`src/rtl/ttm_pkg.sv`:
```
package ttm_pkg;

	localparam int SAMPLE_W    = 16;
	localparam int LIMIT_W     = 15;
	localparam int TRIP_W      = 4;
	localparam int CNT_W       = 16;
	localparam int SUM_W       = 32;
	localparam int CFG_DATA_W  = 15;
	localparam int OUT_DATA_W  = 88;
	localparam int DIV_CNT_W   = 5;

	localparam logic [LIMIT_W-1:0] LIMIT_RESET = 15'd1280;
	localparam logic [TRIP_W-1:0]  TRIP_RESET  = 4'd3;
	localparam logic [TRIP_W-1:0]  RUN_MAX     = 4'd15;
	localparam logic [CNT_W-1:0]   CNT_MAX     = 16'hFFFF;
	localparam logic [DIV_CNT_W-1:0] DIV_LAST  = 5'd31;

	localparam logic CFG_IDX_LIMIT = 1'b0;
	localparam logic CFG_IDX_TRIP  = 1'b1;

	typedef enum logic {
		CMD_SAMPLE = 1'b0,
		CMD_REPORT = 1'b1
	} cmd_kind_t;

	typedef enum logic {
		BK_IDLE   = 1'b0,
		BK_DIVIDE = 1'b1
	} back_state_t;

	typedef struct packed {
		cmd_kind_t                   kind;
		logic signed [SAMPLE_W-1:0]  sample;
	} cmd_t;

	typedef struct packed {
		logic [LIMIT_W-1:0] limit;
		logic [TRIP_W-1:0]  trip_length;
	} cfg_t;

	typedef struct packed {
		logic                        is_report;
		logic                        alert;
		logic [TRIP_W-1:0]           run_length;
		logic                        shutdown;
		logic                        ignored;
		logic [CNT_W-1:0]            reading_count;
		logic [CNT_W-1:0]            over_count;
		logic signed [SAMPLE_W-1:0]  max_seen;
		logic signed [SAMPLE_W-1:0]  min_seen;
		logic signed [SAMPLE_W-1:0]  mean;
		logic                        stats_valid;
	} res_t;

endpackage

```
`src/rtl/temperature_trip_monitor_top.sv`:
```
// A sample transaction passes from the front hold register through the two-entry queue into the
// output register; the block sustains one sample per cycle unless the output stalls or a report
// is in the divider. A report with a nonzero reading count starts the serial divider for the mean,
// which resolves one quotient bit per cycle, and the back end pops no command until it is done.
// The asynchronous active-low reset clears the session statistics, the queue and the
// output valid flag, and returns limit to 1280 and trip length to 3.
module temperature_trip_monitor_top import ttm_pkg::*; (
	input  logic                  clk,
	input  logic                  arst_n,
	input  logic                  s_axis_tvalid,
	output logic                  s_axis_tready,
	input  logic [SAMPLE_W-1:0]   s_axis_tdata,  // sample
	input  logic                  s_axis_tuser,  // mode
	output logic                  m_axis_tvalid,
	input  logic                  m_axis_tready,
	// alert, run_length, shutdown, ignored, reading_count, over_count, max_seen,
	// min_seen, mean, stats_valid
	output logic [OUT_DATA_W-1:0] m_axis_tdata,
	output logic                  m_axis_tuser,  // is_report
	input  logic                  cfg_valid,
	output logic                  cfg_ready,
	input  logic                  cfg_index,
	input  logic [CFG_DATA_W-1:0] cfg_data
);

	cfg_t cfg_q;
	logic q_full;
	logic q_push;
	cmd_t q_push_cmd;
	logic q_pop;
	logic q_avail;
	cmd_t q_head;
	res_t res;

	assign cfg_ready = 1'b1;

	always_ff @(posedge clk or negedge arst_n) begin
		if (!arst_n) begin
			cfg_q.limit       <= LIMIT_RESET;
			cfg_q.trip_length <= TRIP_RESET;
		end else if (cfg_valid && cfg_ready) begin
			if (cfg_index == CFG_IDX_LIMIT) begin
				cfg_q.limit <= cfg_data;
			end else if (cfg_index == CFG_IDX_TRIP) begin
				cfg_q.trip_length <= cfg_data[TRIP_W-1:0];
			end
		end
	end

	ttm_front u_front (
		.clk       (clk),
		.arst_n    (arst_n),
		.in_valid  (s_axis_tvalid),
		.in_ready  (s_axis_tready),
		.in_mode   (s_axis_tuser),
		.in_sample (s_axis_tdata),
		.q_full    (q_full),
		.push      (q_push),
		.push_cmd  (q_push_cmd)
	);

	ttm_queue u_queue (
		.clk      (clk),
		.arst_n   (arst_n),
		.push     (q_push),
		.push_cmd (q_push_cmd),
		.full     (q_full),
		.pop      (q_pop),
		.avail    (q_avail),
		.head     (q_head)
	);

	ttm_back u_back (
		.clk       (clk),
		.arst_n    (arst_n),
		.cfg       (cfg_q),
		.q_avail   (q_avail),
		.q_head    (q_head),
		.q_pop     (q_pop),
		.res       (res),
		.res_valid (m_axis_tvalid),
		.res_ready (m_axis_tready)
	);

	assign m_axis_tuser = res.is_report;
	assign m_axis_tdata = {res.stats_valid, res.mean, res.min_seen, res.max_seen,
		res.over_count, res.reading_count, res.ignored, res.shutdown,
		res.run_length, res.alert};

	a_ignored_needs_shutdown: assert property (@(posedge clk) disable iff (!arst_n)
		m_axis_tvalid && res.ignored |-> res.shutdown && !res.alert && !res.is_report)
		else $error("An ignored sample was reported without a latched shutdown.");

	a_report_clean: assert property (@(posedge clk) disable iff (!arst_n)
		m_axis_tvalid && res.is_report |-> !res.alert && !res.ignored)
		else $error("A report transaction carries a sample flag.");

	a_alert_run: assert property (@(posedge clk) disable iff (!arst_n)
		m_axis_tvalid && res.alert |-> res.run_length != '0 && res.over_count != '0)
		else $error("An alert was raised without an over-limit run.");

	a_stats_valid: assert property (@(posedge clk) disable iff (!arst_n)
		m_axis_tvalid |-> res.stats_valid == (res.reading_count != '0))
		else $error("Statistics valid flag disagrees with the reading count.");

endmodule

```
`src/rtl/ttm_front.sv`:
```
module ttm_front import ttm_pkg::*; (
	input  logic                clk,
	input  logic                arst_n,
	input  logic                in_valid,
	output logic                in_ready,
	input  logic                in_mode,
	input  logic [SAMPLE_W-1:0] in_sample,
	input  logic                q_full,
	output logic                push,
	output cmd_t                push_cmd
);

	cmd_t hold_q;
	logic hold_v_q;

	assign push     = hold_v_q && !q_full;
	assign in_ready = !hold_v_q || !q_full;
	assign push_cmd = hold_q;

	always_ff @(posedge clk or negedge arst_n) begin
		if (!arst_n) begin
			hold_v_q <= 1'b0;
		end else if (in_valid && in_ready) begin
			hold_v_q <= 1'b1;
		end else if (push) begin
			hold_v_q <= 1'b0;
		end
	end

	always_ff @(posedge clk) begin
		if (in_valid && in_ready) begin
			if (in_mode) begin
				hold_q.kind   <= CMD_REPORT;
				hold_q.sample <= '0;
			end else begin
				hold_q.kind   <= CMD_SAMPLE;
				hold_q.sample <= in_sample;
			end
		end
	end

endmodule

```
`src/rtl/ttm_queue.sv`:
```
module ttm_queue import ttm_pkg::*; (
	input  logic clk,
	input  logic arst_n,
	input  logic push,
	input  cmd_t push_cmd,
	output logic full,
	input  logic pop,
	output logic avail,
	output cmd_t head
);

	cmd_t       ent_q [2];
	logic       wr_ptr_q;
	logic       rd_ptr_q;
	logic [1:0] cnt_q;

	assign full  = (cnt_q == 2'd2);
	assign avail = (cnt_q != 2'd0);
	assign head  = ent_q[rd_ptr_q];

	always_ff @(posedge clk or negedge arst_n) begin
		if (!arst_n) begin
			wr_ptr_q <= 1'b0;
			rd_ptr_q <= 1'b0;
			cnt_q    <= 2'd0;
		end else begin
			if (push) begin
				wr_ptr_q <= !wr_ptr_q;
			end
			if (pop) begin
				rd_ptr_q <= !rd_ptr_q;
			end
			if (push && !pop) begin
				cnt_q <= cnt_q + 2'd1;
			end else if (pop && !push) begin
				cnt_q <= cnt_q - 2'd1;
			end
		end
	end

	always_ff @(posedge clk) begin
		if (push) begin
			ent_q[wr_ptr_q] <= push_cmd;
		end
	end

endmodule

```
`src/rtl/ttm_div.sv`:
```
module ttm_div import ttm_pkg::*; (
	input  logic                       clk,
	input  logic                       arst_n,
	input  logic                       start,
	input  logic signed [SUM_W-1:0]    dividend,
	input  logic [CNT_W-1:0]           divisor,
	output logic                       done,
	output logic signed [SAMPLE_W-1:0] quotient
);

	logic                 busy_q;
	logic                 done_q;
	logic [DIV_CNT_W-1:0] cnt_q;
	logic [CNT_W-1:0]     rem_q;
	logic [CNT_W-1:0]     den_q;
	logic [SUM_W-1:0]     dq_q;
	logic                 neg_q;
	logic [CNT_W:0]       trial;
	logic                 ge;

	assign trial    = {rem_q, dq_q[SUM_W-1]};
	assign ge       = (trial >= {1'b0, den_q});
	assign done     = done_q;
	assign quotient = neg_q ? -$signed(dq_q[SAMPLE_W-1:0]) : $signed(dq_q[SAMPLE_W-1:0]);

	always_ff @(posedge clk or negedge arst_n) begin
		if (!arst_n) begin
			busy_q <= 1'b0;
			done_q <= 1'b0;
			cnt_q  <= '0;
		end else begin
			done_q <= !start && busy_q && (cnt_q == DIV_LAST);
			if (start) begin
				busy_q <= 1'b1;
				cnt_q  <= '0;
			end else if (busy_q) begin
				cnt_q <= cnt_q + 1'b1;
				if (cnt_q == DIV_LAST) begin
					busy_q <= 1'b0;
				end
			end
		end
	end

	always_ff @(posedge clk) begin
		if (start) begin
			neg_q <= dividend[SUM_W-1];
			dq_q  <= dividend[SUM_W-1] ? (-dividend) : dividend;
			rem_q <= '0;
			den_q <= divisor;
		end else if (busy_q) begin
			rem_q <= ge ? CNT_W'(trial - {1'b0, den_q}) : trial[CNT_W-1:0];
			dq_q  <= {dq_q[SUM_W-2:0], ge};
		end
	end

endmodule

```
`src/rtl/ttm_back.sv`:
```
module ttm_back import ttm_pkg::*; (
	input  logic clk,
	input  logic arst_n,
	input  cfg_t cfg,
	input  logic q_avail,
	input  cmd_t q_head,
	output logic q_pop,
	output res_t res,
	output logic res_valid,
	input  logic res_ready
);

	back_state_t               state_q;
	back_state_t               state_nx;
	logic signed [SAMPLE_W-1:0] max_q;
	logic signed [SAMPLE_W-1:0] min_q;
	logic signed [SUM_W-1:0]    sum_q;
	logic [CNT_W-1:0]           count_q;
	logic [CNT_W-1:0]           over_q;
	logic [TRIP_W-1:0]          run_q;
	logic                       tripped_q;
	res_t                       out_q;
	logic                       out_valid_q;

	logic                       slot_free;
	logic                       div_start;
	logic                       div_done;
	logic signed [SAMPLE_W-1:0] div_quot;

	logic signed [SAMPLE_W-1:0] max_nx;
	logic signed [SAMPLE_W-1:0] min_nx;
	logic signed [SUM_W-1:0]    sum_nx;
	logic [CNT_W-1:0]           count_nx;
	logic [CNT_W-1:0]           over_nx;
	logic [TRIP_W-1:0]          run_nx;
	logic                       tripped_nx;
	logic                       over_lim;
	res_t                       res_nx;

	ttm_div u_div (
		.clk      (clk),
		.arst_n   (arst_n),
		.start    (div_start),
		.dividend (sum_q),
		.divisor  (count_q),
		.done     (div_done),
		.quotient (div_quot)
	);

	assign slot_free = !out_valid_q || res_ready;
	assign res       = out_q;
	assign res_valid = out_valid_q;

	always_comb begin
		state_nx = state_q;
		unique case (state_q)
			BK_IDLE: begin
				if (div_start) begin
					state_nx = BK_DIVIDE;
				end
			end
			BK_DIVIDE: begin
				if (div_done) begin
					state_nx = BK_IDLE;
				end
			end
			default: state_nx = BK_IDLE;
		endcase
	end

	always_comb begin
		q_pop     = 1'b0;
		div_start = 1'b0;
		unique case (state_q)
			BK_IDLE: begin
				q_pop     = q_avail && slot_free;
				div_start = q_pop && (q_head.kind == CMD_REPORT) && (count_q != '0);
			end
			BK_DIVIDE: begin
				q_pop     = 1'b0;
				div_start = 1'b0;
			end
			default: begin
				q_pop     = 1'b0;
				div_start = 1'b0;
			end
		endcase
	end

	always_comb begin
		max_nx     = max_q;
		min_nx     = min_q;
		sum_nx     = sum_q;
		count_nx   = count_q;
		over_nx    = over_q;
		run_nx     = run_q;
		tripped_nx = tripped_q;
		over_lim   = (q_head.sample > $signed({1'b0, cfg.limit}));

		res_nx.is_report = 1'b0;
		res_nx.alert     = 1'b0;
		res_nx.ignored   = 1'b0;
		res_nx.mean      = '0;

		if (q_head.kind == CMD_REPORT) begin
			res_nx.is_report = 1'b1;
			max_nx     = '0;
			min_nx     = '0;
			sum_nx     = '0;
			count_nx   = '0;
			over_nx    = '0;
			run_nx     = '0;
			tripped_nx = 1'b0;
		end else if (tripped_q) begin
			res_nx.ignored = 1'b1;
		end else begin
			if (count_q == '0) begin
				max_nx = q_head.sample;
				min_nx = q_head.sample;
			end else begin
				if (q_head.sample > max_q) begin
					max_nx = q_head.sample;
				end
				if (q_head.sample < min_q) begin
					min_nx = q_head.sample;
				end
			end
			if (count_q != CNT_MAX) begin
				sum_nx   = sum_q + SUM_W'(q_head.sample);
				count_nx = count_q + 1'b1;
			end
			if (over_lim) begin
				res_nx.alert = 1'b1;
				if (over_q != CNT_MAX) begin
					over_nx = over_q + 1'b1;
				end
				if (run_q != RUN_MAX) begin
					run_nx = run_q + 1'b1;
				end
				if (run_nx >= cfg.trip_length) begin
					tripped_nx = 1'b1;
				end
			end else begin
				run_nx = '0;
			end
		end

		if (q_head.kind == CMD_REPORT) begin
			res_nx.run_length    = run_q;
			res_nx.shutdown      = tripped_q;
			res_nx.reading_count = count_q;
			res_nx.over_count    = over_q;
			res_nx.max_seen      = max_q;
			res_nx.min_seen      = min_q;
			res_nx.stats_valid   = (count_q != '0);
		end else begin
			res_nx.run_length    = run_nx;
			res_nx.shutdown      = tripped_nx;
			res_nx.reading_count = count_nx;
			res_nx.over_count    = over_nx;
			res_nx.max_seen      = max_nx;
			res_nx.min_seen      = min_nx;
			res_nx.stats_valid   = (count_nx != '0);
		end
	end

	always_ff @(posedge clk or negedge arst_n) begin
		if (!arst_n) begin
			state_q     <= BK_IDLE;
			out_valid_q <= 1'b0;
			max_q       <= '0;
			min_q       <= '0;
			sum_q       <= '0;
			count_q     <= '0;
			over_q      <= '0;
			run_q       <= '0;
			tripped_q   <= 1'b0;
		end else begin
			state_q <= state_nx;
			if (q_pop) begin
				out_valid_q <= !div_start;
				max_q       <= max_nx;
				min_q       <= min_nx;
				sum_q       <= sum_nx;
				count_q     <= count_nx;
				over_q      <= over_nx;
				run_q       <= run_nx;
				tripped_q   <= tripped_nx;
			end else if (div_done) begin
				out_valid_q <= 1'b1;
			end else if (res_valid && res_ready) begin
				out_valid_q <= 1'b0;
			end
		end
	end

	always_ff @(posedge clk) begin
		if (q_pop) begin
			out_q <= res_nx;
		end else if (div_done) begin
			out_q.mean <= div_quot;
		end
	end

endmodule
```
`config.mk`:
```
export PLATFORM = sky130hd
export DESIGN_NAME = temperature_trip_monitor_top
export DESIGN_NICKNAME = d
export VERILOG_FILES = /design/src/rtl/ttm_pkg.sv /design/src/rtl/temperature_trip_monitor_top.sv /design/src/rtl/ttm_front.sv /design/src/rtl/ttm_queue.sv /design/src/rtl/ttm_div.sv /design/src/rtl/ttm_back.sv
export SDC_FILE = /design/constraint.sdc
export NUM_CORES = 1
export LEC_CHECK = 0
export BUFFER_PORTS_ARGS = -buffer_cell sky130_fd_sc_hd__buf_2
export CORE_MARGIN = 1.5
export CORE_UTILIZATION = 50
export DETAILED_ROUTE_END_ITERATION = 7
export PLACE_DENSITY = 0.77
export SYNTH_ARGS = -nofsm -noshare
export SYNTH_HDL_FRONTEND = slang
export SYNTH_SLANG_ARGS = --single-unit
```
`constraint.sdc`:
```
create_clock -name clk -period 4.42 [get_ports clk]
set_input_delay 1.326 -clock clk [delete_from_list [all_inputs] [get_ports clk]]
set_output_delay 1.326 -clock clk [all_outputs]
set_load 0.05 [all_outputs]
```
# Word level (Yosys, flattened, before mapping)

Memories as Yosys holds them, arrays and structs flattened.
Index checks and enable logic that the tools add are counted.

Equality and inequality tests: 6
Shifts and indexed selects: 0
Add/subtract/negate cells: 10
Multipliers: 0
Div/mod/pow operators: 0
Magnitude comparators: 5
Multiplexer cells: 60
Bitwise operators: 2
Reduce and logical (&&, ||, !) cells: 33

Operators by type and width:

| kind                    | count |
|---|---|
| $mux W16                | 17 |
| $mux W32                | 6 |
| $mux W64                | 1 |
| $add A16 B1 Y16 const B | 2 |
| $add A32 B16 Y32        | 1 |
| $gt A16 B16 Y1          | 2 |
| $ne A16 B16 Y1 const B  | 2 |
| $neg A32 Y32            | 1 |
| $reduce_bool A16 Y1     | 2 |
| $mux W4                 | 7 |
| $mux W1                 | 20 |
| $ge A17 B16 Y1          | 1 |
| $mux W17                | 1 |
| $logic_not A16 Y1       | 1 |
| $lt A16 B16 Y1          | 1 |
| $neg A16 Y16            | 1 |
| $sub A16 B16 Y16        | 1 |
| $mux W5                 | 3 |
| $logic_and A1 B1 Y1     | 10 |
| $reduce_bool A2 Y1      | 5 |
| $logic_not A1 Y1        | 8 |
| $pmux W1 S2             | 3 |
| $add A5 B1 Y5 const B   | 1 |
| $eq A5 B5 Y1 const B    | 1 |
| other kinds (14)        | 18 |

Logic and storage cells: 152
Input bits: 38
Bits in read-only memories: 0
Memory bits (writable): 34
Flip-flop bits (word level): 305
Latch bits: 0
Memories kept: 1
Output and inout bits: 92

Memory list:

| memory        | depth | width | read ports | clocked after memory_dff | write ports | RTL line        | source |
|---|---|---|---|---|---|---|---|
| u_queue.ent_q | 2     | 17    | 1          | 0                        | 1           | ttm_queue.sv:12 | `cmd_t ent_q [2];` |

# Depth between registers and ports, before layout

Depth after elaboration: 11
Mapped depth: 14
Gate-level depth less buffers: 13

# Modules after synthesis

A second synthesis with hierarchy kept.

Cell total of the unflattened synthesis: 1877
Area, all modules: 19328.5 µm²

By module, submodules not included:

| module                       | times used | cells each | area each (µm²) | sequential area each (µm²) |
|---|---|---|---|---|
| ttm_back                     | 1          | 1200       | 11458.5         | 5089.9 |
| ttm_div                      | 1          | 525        | 4907.2          | 1966.9 |
| ttm_queue                    | 1          | 69         | 1466.4          | 1121.1 |
| temperature_trip_monitor_top | 1          | 44         | 792.0           | 480.5 |
| ttm_front                    | 1          | 39         | 704.4           | 535.5 |

# Worst setup path before layout

Ideal clock, no wire load.

Path kind: in2reg
Start point: input port m_axis_tready
End point: register u_back.out_q, in the netlist u_back.res[0] (enable)
Path buffers: 3
Library setup time: 466 ps
Arrival time: 4336 ps
Slack: -382 ps
Required time: 3954 ps
Stages: 6
Cells stage by stage: nand2b_1 nand2_1 inv_1 clkbuf_1 clkbuf_1 clkbuf_1

Cells in the longest elaborated chain, start to end: 3

Ends and longest elaborated chain:

| what                 | RTL line                           | source |
|---|---|---|
| from (decl)          | temperature_trip_monitor_top.sv:15 | `input logic m_axis_tready,` |
| $logic_or A1 B1 Y1   | ttm_back.sv:50                     | `assign slot_free = !out_valid_q \|\| res_ready;` |
| $logic_and A1 B1 Y1  | ttm_back.sv:76                     | `q_pop = q_avail && slot_free;` |
| $pmux W1 S2          | ttm_back.sv:74                     | `unique case (state_q)` |
| named net q_pop      | temperature_trip_monitor_top.sv:30 | `logic q_pop;` |
| to (signal assigned) | ttm_back.sv:199                    | `out_q <= res_nx;` |
| to (decl)            | ttm_back.sv:22                     | `res_t out_q;` |

The timed path passes the listed nets, and every way through them passes these cells.
A chain may end at the register's enable or synchronous reset.

# Worst setup path after layout

Start point: register u_queue.rd_ptr_q
End point: register u_back.sum_q[30]

Cells in the longest elaborated chain, start to end: 5
Elaborated cells between the ends (all ways): 8
Those cells by class: add/sub (1); eq/ne (1); mux (3); reduce/logical (2); memory (1)

Ends and longest elaborated chain:

| what                   | RTL line        | source |
|---|---|---|
| from (decl)            | ttm_queue.sv:14 | `logic rd_ptr_q;` |
| from (signal assigned) | ttm_queue.sv:31 | `rd_ptr_q <= !rd_ptr_q;` |
| $mem_v2 Z2 W17 (*)     | --              |  |
| $add A32 B16 Y32       | ttm_back.sv:129 | `sum_nx = sum_q + SUM_W'(q_head.sample);` |
| $mux W32               | ttm_back.sv:128 | `if (count_q != CNT_MAX) begin` |
| $mux W32               | ttm_back.sv:114 | `end else if (tripped_q) begin` |
| $mux W32               | ttm_back.sv:105 | `if (q_head.kind == CMD_REPORT) begin` |
| to (signal assigned)   | ttm_back.sv:184 | `sum_q <= sum_nx;` |
| to (decl)              | ttm_back.sv:17  | `logic signed [SUM_W-1:0] sum_q;` |

Mark *: on every way between the ends. The rest lies on a longest branch, timed or not. The select of a mux whose other input is x is not followed.

==> reports/results.ini <==
[status]
status=complete, but fails checks
violations=design-rule violations

[detailed_routing]
drt_wl_total_um=43900
drt_iter0_markers=1014
wl_per_cell_um=18.3
num_vias=13900
drc=5
ant_nets=0
viasPerCell=5.82
dr.pass1.iters=8

[worst_setup_path]
crit_slowest_cell=dfrtp_1
worstSetupPathType=reg -> reg
path_buf_inv=4
crit_family=compound AO/OA/AOI/OAI gates
crit_top_cell=buf_4
cp_max_fo=25
worst_setup_path_end_kind=register
required_ps=4820
slowest_delay_ps=750
cp-start-kind=register
crit_chain=buf_4 -> mux2i_1 -> buf_4 -> clkinv_1 -> buf_4 -> ha_1 -> a21oi_1 -> o21ai_0 -> a2111oi_0 -> a211oi_1 -> a21oi_1 -> nor2_1 -> a211o_1 -> xnor2_1 -> o21ai_0
cp_data_arrival_time_ps=4410

[floorplan]
rows=69
die-height_um=194
coreArea_mm2=0.0357
pin_count=130
initial_core_util_pct=51.0
die_area_mm2=0.0375
die_x_um=194

[synth]
syn_inst=1784
synth.top_cell.area_share_pct=28.6
synth_fa_ha_area_share_pct=7.51
synthXorXnorAreaFrac_pct=5.39
synth_area_leaders=edfxtp_1, dfrtp_1, ha_1, o21ai_0, nand2_1
syn_avg_cell_area_um2=10.2
synth_cell_types=73
synth-edff-count=173
synthArstFlopShare_pct=39.5
synth-seq-cells=339
ys_seq_area_share_pct=50.5
synth-main-ff-cell=edfxtp_1
synth_top_family_by_area=compound AO/OA/AOI/OAI gates
synth-simple-area-share_pct=13.0
synth_area_leader_cell=edfxtp_1
synth_nets=1930
muxShareOfSynthArea_pct=3.56
yosysWarnings=0
synth-compound-area-share_pct=16.0
synth_area_mm2=0.0182

[placement]
pre_cts_ws_ps=517
place.gp.congestion=0.938
dpl.cell_count=2332
port_buffers=128
hpwl_um=30900

[pwr]
power_density_mw_per_mm2=793
power_leakage_nw=8.95
ir_worst_vdd_v=0.000479

[timing]
timing.fmax_mhz=249
relSlewSlack_pct=25.1
rsz0062_at_grt=no
drv_slew=0
hold_viol_final=0
worst_slew_pin_slew_ps=1120
hold_slack_ps=446
setup_ws_ps=408
setup_tns_ps=0
finalCriticalPeriod_ps=4010
setup_viol=0
skew_ps=15.8
timing.final.crit_share_pct=90.8

[clock_network]
clk_pin_slew_ps=60
cts_setup_buffers=0
cts_hold_buffers=0
cts_root_buffer=clkbuf_16
htree_num_levels=2
cts.repair.resized=0
cts_tree=done
cts.sinks=339
clk_path_buf_depth=3
clock_latency_ps=530
cts_buffers=37

[layout]
final.fill_count=2980
fin_nets=2056
drive_above_1_share_pct=13.6
antenna_cells=0
final_cell_count_no_fill=2397
area_delta_synth_final_pct=13.1

[global_routing]
grt_first_pass_wirelength_um=71200
grt_max_degree=80
grt_pass1_vias=13500
gr-total-overflow=0
grt_usage_pct=23.5
antenna_found_initial=0

[run]
max_cap_viol_count=0

[hold_path]
hold_class=reg -> reg

[routing by layer]
metal  part of all wire (%)  track usage [%]  vias up
met5                      0                0        -
met1                     45             32.7     6692
met4                    2.4             7.12        0
li1                       -                -     6680
met3                    6.9             3.76       82
met2                     46             37.9      490
[final timing paths]
| kind | start | end | slack (ps) | depth (start not counted) |
|---|---|---|---|---|
| setup / recovery | u_queue.rd_ptr_q | u_back.sum_q[30] | 410 | 15 |
| hold / removal | u_front.push_cmd[2] | u_queue.ent_q[1][2] | 450 | 0 |
| setup reg to reg | u_queue.rd_ptr_q | u_back.sum_q[30] | 410 | 15 |
| hold reg to reg | u_front.push_cmd[2] | u_queue.ent_q[1][2] | 450 | 0 |
| max in group asynchronous | arst_n | u_back.over_q[13] | 2760 | 2 |
| min in group asynchronous | arst_n | u_queue.wr_ptr_q | 820 | 1 |
[sequential cells by signal, indices dropped and copies added (netlist names), 2 cells and up]
name	cells
u_back.res	89
u_queue.ent_q	34
u_back.sum_q	32
u_back.u_div.dq_q	32
cfg_q	19
u_front.push_cmd	17
u_back.count_q	16
u_back.max_q	16
u_back.min_q	16
u_back.over_q	16
u_back.u_div.den_q	16
u_back.u_div.rem_q	16
u_back.u_div.cnt_q	5
u_back.run_q	4
u_queue.cnt_q	2
[where the power goes]
part           leakage, nW  switching (mW)  internal (mW)
combinational         4.74            5.05           2.82
sequential            3.67           0.874           4.62
clock                0.551            1.22           1.73
[cell usage in the layout, fill, tap and decap left out, types with 5 or more instances in the layout]
cell type,n
o21bai_1,6
a22o_1,24
buf_4,32
and3_1,20
dfrtp_1,130
nand2_1,197
or3_1,7
a211oi_1,20
xnor2_1,44
ha_1,106
a21o_1,44
clkinv_2,5
dfxtp_1,32
buf_2,127
nand2b_1,16
and2_1,9
nand4_1,24
nor4_1,12
or4_1,7
nor2_1,97
mux2i_1,31
nor3_1,27
mux2_2,29
nand3_1,36
xor2_1,68
o21ai_1,5
clkbuf_1,13
a21oi_1,108
edfxtp_1,173
clkinv_1,5
o21ai_0,178
clkbuf_16,38
inv_1,110
nor2b_1,29
o41ai_1,7
o31ai_1,23
o21a_1,7
a31oi_1,15
[Yosys cell counts (9+ instances only)]
cell type,instances
nand2_1,197
o21ai_0,178
edfxtp_1,173
dfrtp_1,130
inv_1,111
a21oi_1,108
ha_1,106
nor2_1,97
xor2_1,68
clkbuf_1,63
a21o_1,44
xnor2_1,44
nand3_1,37
dfxtp_1,32
mux2i_1,32
nor2b_1,30
mux2_2,29
nor3_1,27
a22o_1,24
nand4_1,24
o31ai_1,23
a211oi_1,20
and3_1,20
nand2b_1,16
a31oi_1,15
nor4_1,12
and2_1,9
buf_1,9
[through the flow]
step,cell area [um2],util (%),power [mW]
after floorplan,18200,-,11.2
final,20600,57.7,16.3
after detailed placement,19400,54.5,13.3
after CTS,20600,57.7,16.3
after global routing,20600,57.7,17.4
after global placement,19400,54.5,13.0
[worst reg2reg max path, cell delays in order, from the launching register on]
cell and delay, ps:
dfrtp_1 750, buf_4 260, mux2i_1 190, buf_4 200, clkinv_1 90, buf_4 240
ha_1 410, a21oi_1 200, o21ai_0 160, a2111oi_0 450, a211oi_1 130, a21oi_1 230
nor2_1 60, a211o_1 280, xnor2_1 150, o21ai_0 90
[cells by family after synthesis]
group                    after synthesis
other                                  1
adder cells (fa/ha/maj)              108
flip-flops                           339
buffers and inverters                188
XOR/XNOR                             112
AND/OR/NAND/NOR                      501
multiplexers                          61
AO/OA/AOI/OAI                        474
[final cells by class]
type                       count  area [um2]  share of cell area [%]
sequential                   339        9190                    44.7
multi-input combinational   1257        8300                    40.4
clock buffer                  53        1030                    4.99
timing repair buffer         162         927                    4.51
tap                          461         577                    2.80
inverter                     113         427                    2.07
clock inverter                12         111                   0.541
Note: power is estimated with default switching activity, not from simulation.
